--- config.mk ---
export PLATFORM = sky130hd
export DESIGN_NAME = histogram_stretch
export DESIGN_NICKNAME = d
export VERILOG_FILES = /design/src/hw/rtl/hs_pkg.sv /design/src/hw/rtl/histogram_stretch.sv
export SDC_FILE = /design/constraint.sdc
export NUM_CORES = 1
export LEC_CHECK = 0
export BUFFER_PORTS_ARGS = -buffer_cell sky130_fd_sc_hd__buf_2
export CAP_MARGIN = 40
export CORE_UTILIZATION = 43
export CTS_CLUSTER_DIAMETER = 80
export CTS_CLUSTER_SIZE = 14
export DETAILED_ROUTE_END_ITERATION = 8
export PLACE_DENSITY_LB_ADDON = 0.12
export REMOVE_ABC_BUFFERS = 1
export SETUP_SLACK_MARGIN = 0.05
export SLEW_MARGIN = 20
export SYNTH_ARGS = -nofsm -noshare
export SYNTH_HDL_FRONTEND = slang
export SYNTH_SLANG_ARGS = --single-unit
export TNS_END_PERCENT = 20
--- constraint.sdc ---
create_clock -name clk -period 23.6 [get_ports clk]
set_clock_uncertainty 0.15 [all_clocks]
set_input_delay 4.72 -clock clk [delete_from_list [all_inputs] [get_ports clk]]
set_output_delay 4.72 -clock clk [all_outputs]
set_load 0.05 [all_outputs]
--- src/hw/rtl/hs_pkg.sv ---
package hs_pkg;

  localparam int PIXEL_BITS_DEF = 16;
  localparam int PIX_W          = 16;
  localparam int NUM_W          = 2 * PIX_W;
  localparam int CNT_W          = $clog2(PIX_W);

  localparam logic [PIX_W-1:0] MAX_GRAY_RST = 16'd255;

  localparam logic FUNC_MEASURE = 1'b0;
  localparam logic FUNC_APPLY   = 1'b1;

  typedef enum logic [3:0] {
    ST_IDLE = 4'b0001,
    ST_MUL  = 4'b0010,
    ST_CHK  = 4'b0100,
    ST_DIV  = 4'b1000
  } state_t;

endpackage

--- src/hw/rtl/histogram_stretch.sv ---
// Two-pass min/max contrast stretch of a gray image.
// Input stream s_axis: tdata = pixel, tuser = {first, func}. The host sends the
// image once with func = measure (first set on its first pixel) to collect the
// running min and max, then again with func = apply.
// Measure words produce nothing and leave tready high for the next word.
// Apply words give one output word on m_axis: tdata = stretched, tuser = flat.
// An apply word that reaches the divider passes through the 16x16 multiply,
// the overflow check and the one-bit-per-cycle restoring divider (a single
// shared unit), then loads the output register. tready stays low until that
// result is loaded, so no new word is accepted while an apply word is in
// flight. A flat range or a pixel at or below the min skips the divider, as
// does a quotient of 2^16 or more.
// The output register lets a new word in while a result still waits; a stalled
// receiver only blocks once the next apply result is ready to load.
// The user must write max_gray through cfg_wr_en/cfg_wr_data only while
// the block is idle; the block does not enforce it. Reset (rst, synchronous)
// sets max_gray to 255, min to all ones, max to zero, and drops m_axis_tvalid.
module histogram_stretch #(
  parameter int PIXEL_BITS = hs_pkg::PIXEL_BITS_DEF
) (
  input  logic        clk,
  input  logic        rst,
  input  logic        cfg_wr_en,
  input  logic [15:0] cfg_wr_data,    // max_gray
  input  logic        s_axis_tvalid,
  output logic        s_axis_tready,
  input  logic [15:0] s_axis_tdata,   // [15:0] pixel
  input  logic [1:0]  s_axis_tuser,   // [0] func, [1] first
  output logic        m_axis_tvalid,
  input  logic        m_axis_tready,
  output logic [15:0] m_axis_tdata,   // [15:0] stretched
  output logic        m_axis_tuser    // [0] flat
);

  localparam int W = hs_pkg::PIX_W;
  localparam logic [W-1:0] PIX_MASK = W'((33'd1 << PIXEL_BITS) - 33'd1);

  hs_pkg::state_t state;

  logic [W-1:0]               max_gray;
  logic [W-1:0]               run_min;
  logic [W-1:0]               run_max;
  logic [W-1:0]               pix;
  logic [W-1:0]               range;
  logic [hs_pkg::NUM_W-1:0]   num;
  logic [W-1:0]               rem;
  logic [W-1:0]               quo;     // dividend low bits shift out, quotient in
  logic [hs_pkg::CNT_W-1:0]   cnt;
  logic                       flat;
  logic                       done;

  logic [W-1:0]               pix_in;
  logic [W-1:0]               base_min;
  logic [W-1:0]               base_max;
  logic [hs_pkg::NUM_W-1:0]   prod;
  logic [W:0]                 trial;
  logic                       in_acc;
  logic                       out_load;

  assign s_axis_tready = (state == hs_pkg::ST_IDLE) && !done;
  assign in_acc        = s_axis_tvalid && s_axis_tready;
  assign pix_in        = s_axis_tdata & PIX_MASK;
  assign base_min      = s_axis_tuser[1] ? max_gray : run_min;
  assign base_max      = s_axis_tuser[1] ? '0 : run_max;
  assign prod          = {{W{1'b0}}, pix - run_min} * {{W{1'b0}}, max_gray};
  assign trial         = {rem, quo[W-1]} - {1'b0, range};
  assign out_load      = done && (!m_axis_tvalid || m_axis_tready);

  always_ff @(posedge clk) begin
    if (rst) begin
      max_gray <= hs_pkg::MAX_GRAY_RST;
    end else if (cfg_wr_en) begin
      max_gray <= cfg_wr_data;
    end
  end

  // running min/max, updated in the accept cycle of a measure word
  always_ff @(posedge clk) begin
    if (rst) begin
      run_min <= '1;
      run_max <= '0;
    end else if (in_acc && s_axis_tuser[0] == hs_pkg::FUNC_MEASURE) begin
      run_min <= (pix_in < base_min) ? pix_in : base_min;
      run_max <= (pix_in > base_max) ? pix_in : base_max;
    end
  end

  always_ff @(posedge clk) begin
    if (rst) begin
      state <= hs_pkg::ST_IDLE;
      done  <= 1'b0;
    end else begin
      if (out_load) begin
        done <= 1'b0;
      end
      case (state)
        hs_pkg::ST_IDLE: begin
          if (in_acc && s_axis_tuser[0] == hs_pkg::FUNC_APPLY) begin
            state <= hs_pkg::ST_MUL;
          end
        end
        hs_pkg::ST_MUL: begin
          if (run_max <= run_min || pix <= run_min) begin
            state <= hs_pkg::ST_IDLE;
            done  <= 1'b1;
          end else begin
            state <= hs_pkg::ST_CHK;
          end
        end
        hs_pkg::ST_CHK: begin
          if (num[hs_pkg::NUM_W-1:W] >= range) begin
            state <= hs_pkg::ST_IDLE;
            done  <= 1'b1;
          end else begin
            state <= hs_pkg::ST_DIV;
          end
        end
        hs_pkg::ST_DIV: begin
          if (cnt == hs_pkg::CNT_W'(W - 1)) begin
            state <= hs_pkg::ST_IDLE;
            done  <= 1'b1;
          end
        end
        default: begin
          state <= hs_pkg::ST_IDLE;
        end
      endcase
    end
  end

  // datapath: multiply, overflow check, restoring divide
  always_ff @(posedge clk) begin
    case (state)
      hs_pkg::ST_IDLE: begin
        if (in_acc) begin
          pix <= pix_in;
        end
      end
      hs_pkg::ST_MUL: begin
        flat  <= (run_max <= run_min);
        range <= run_max - run_min;
        num   <= prod;
        quo   <= '0;
      end
      hs_pkg::ST_CHK: begin
        cnt <= '0;
        rem <= num[hs_pkg::NUM_W-1:W];
        // quotient of 2^16 or more always saturates
        quo <= (num[hs_pkg::NUM_W-1:W] >= range) ? max_gray : num[W-1:0];
      end
      hs_pkg::ST_DIV: begin
        cnt <= cnt + 1'b1;
        if (!trial[W]) begin
          rem <= trial[W-1:0];
          quo <= {quo[W-2:0], 1'b1};
        end else begin
          rem <= {rem[W-2:0], quo[W-1]};
          quo <= {quo[W-2:0], 1'b0};
        end
      end
      default: begin
        cnt <= '0;
      end
    endcase
  end

  // output register
  always_ff @(posedge clk) begin
    if (rst) begin
      m_axis_tvalid <= 1'b0;
    end else if (out_load) begin
      m_axis_tvalid <= 1'b1;
    end else if (m_axis_tready) begin
      m_axis_tvalid <= 1'b0;
    end
  end

  always_ff @(posedge clk) begin
    if (out_load) begin
      m_axis_tdata <= (quo > max_gray) ? max_gray : quo;
      m_axis_tuser <= flat;
    end
  end

endmodule

==> metrics.yaml <==
cells_and_area:
  nNetsFinal: 2557
  syn2layout_area_growth_pct: 8.511
  layout-drive-gt1-share_pct: 7.932
  fin_util_pct: 47.48
detailed_routing:
  drt-total-wl_um: 57170
  ant_nets: 0
  drc: 0
  viasPerCell: 5.548
  drtPass1Iterations: 5
  vias: 15041
  drt_iter0_markers: 876
  routedWlPerCell_um: 21.09
synth:
  synth.ff_latch_count: 172
  synth_largest_area_cell: "fa_1"
  synth_area_mm2: 0.01939
  synth.distinct_cells: 74
  synth_warnings: 0
  synth_commonest_cells: "inv_1, nand2_1, ha_1"
  synth_top_area_share_pct: 20.34
  syn_inst: 2077
  synth-main-ff-cell: "edfxtp_1"
  synth_area_leaders: "fa_1, edfxtp_1, ha_1"
  synth_most_common_cell: "inv_1"
  synth-seq-area-share_pct: 23.85
  synth_edf_count: 118
  synth_async_sr_flop_share_pct: 0
  synth.avg_cell_area_um2: 9.336
critical_path:
  end_kind: "flip-flop"
  cp_data_required_time_ns: 23.66
  worstPathArrival_ns: 8.39
  slowest_delay_ns: 0.55
  crit_top_cell: "fa_1"
  path_max_fanout: 16
  crit_slowest_cell: "fa_1"
  crit_type: "flip-flop to flip-flop"
  startpoint_type: "flip-flop"
grt:
  grt_pass1_vias: 15534
  grt_usage_pct: 25.66
  antenna_found_initial: 0
  grt-ovfl-total: 0
  grt_pass1_wl_um: 89530
  grt_max_degree: 48
placement:
  io_buffers: 57
  globalplace.congestion: 0.9103
  post-dp-hpwl_um: 44630
die:
  num_io_pins: 58
  die_area_mm2: 0.04595
  die_y_um: 214.4
  die_w_um: 214.4
  start_util_pct: 43.75
  rows: 77
  core_mm2: 0.04432
timing:
  finalSetupTns_ns: 0
  drv_slew: 0
  finalSetupViolCount: 0
  rsz0062_at_grt: "false"
  hold_viol_final: 0
  slew_headroom_pct: 45.73
  hold_slack_ns: 0.3138
  max_slew.worst_pin.slew_ns: 0.8132
  min_period_ns: 8.331
  clock.fmax_ghz: 0.1200
  fin_crit_sh_pct: 35.30
job:
  drv_cap: 0
clock_tree:
  cts_hold_buf: 0
  clkSinkCount: 172
  cts_buffers: 17
  clk_latency_ns: 0.49
  h-tree-depth: 4
  clk_pin_slew_ns: 0.07
  cts_tree: "done"
  post_cts_buffers: 0
  cts_max_path_buffers: 2
  cts_root_buffer: "clkbuf_16"
  post_cts_resized: 0
outcome:
  status: "finished, final reports clean"
hold_path:
  hold_class: "flip-flop to flip-flop"
cell families after synthesis:
group	after synthesis	synth area share, %
AOI/OAI and AO/OA	347	11.87
muxes	77	4.078
xor gates and xnor gates	66	3.117
and+or+nand+nor	630	15.44
adders and majority gates	413	34.28
DFF	172	23.85
buffers and inverters	372	7.376
worst max-delay path, delay by kind of cell, from the launching register on:
family	cells	cell delay, ns
fa+ha+maj	9	4.09
xor+xnor	1	0.08
compound gates	8	1.88
buf+inv	4	0.20
flops	1	0.36
simple gates	5	1.29
metal layers:
layer | track usage [%] | wire length [um] | part of all wire (%)
met5 | 0 | 0 | 0
met4 | 9.143 | 1732 | 3.0
met3 | 2.667 | 2258 | 3.9
met2 | 45.60 | 28640 | 50
met1 | 32.22 | 24540 | 43
flip-flops by register name, indices dropped and copies added (netlist names):
| name | count |
|---|---|
| rem | 16 |
| m_axis_tvalid | 1 |
| flat | 1 |
| m_axis_tuser | 1 |
| done | 1 |
| range | 16 |
| quo | 16 |
| run_max | 16 |
| state | 4 |
| cnt | 4 |
| m_axis_tdata | 16 |
| max_gray | 16 |
| run_min | 16 |
| num | 32 |
| pix | 16 |
placed cells by master (no fill, tap or decap), drive strengths merged, types with 5 or more instances in the layout:
cell type,n
nor2,134
nand2b,34
nor3,23
xnor2,43
edfxtp,118
clkinvlp,5
nand4,25
nor2b,17
xor2,23
a2111oi,7
nand2,242
a21oi,94
mux2,16
o21bai,7
fa,197
buf,99
clkinv,5
a211oi,13
o211ai,12
a31oi,20
mux2i,61
clkbuf,19
o31ai,26
nand3,26
inv,282
o2111ai,6
dfxtp,54
a21o,50
and2,106
ha,216
o21a,13
o21ai,64
final timing paths:
| check | startpoint | cells past startpoint | slack [ns] | end |
|---|---|---|---|---|
| min | run_max[0] | 2 | 0.31 | run_max[0] |
| max reg2reg | run_min[0] | 27 | 15.27 | num[24] |
| min reg2reg | run_max[0] | 2 | 0.31 | run_max[0] |
| max | run_min[0] | 27 | 15.27 | num[24] |
layout make-up:
class                   count  area (um^2)
fillers                  4265        23280
multi-input cells        1533        13350
flip-flops and latches    172         4624
inverters                 281         1055
well taps                 592        740.7
repair buffers            100        669.4
clock buffers              18        429.2
clock inverters            14        168.9
diodes                      1        2.502
metrics by stage:
step | cell area (um^2) | setup WS [ns] | cells
6_report | 21040 | 15.27 | 2711
3_5_place_dp | 20420 | 15.35 | 2676
5_1_grt | 21040 | 14.86 | 2710
2_1_floorplan | 19010 | 16.05 | 1986
4_1_cts | 21020 | 15.28 | 2708
3_3_place_gp | 20280 | 15.33 | 2665
Power is left out: the tool's default activity adds up to more than one toggle a clock period on the data nets, which glitch-free logic cannot reach.
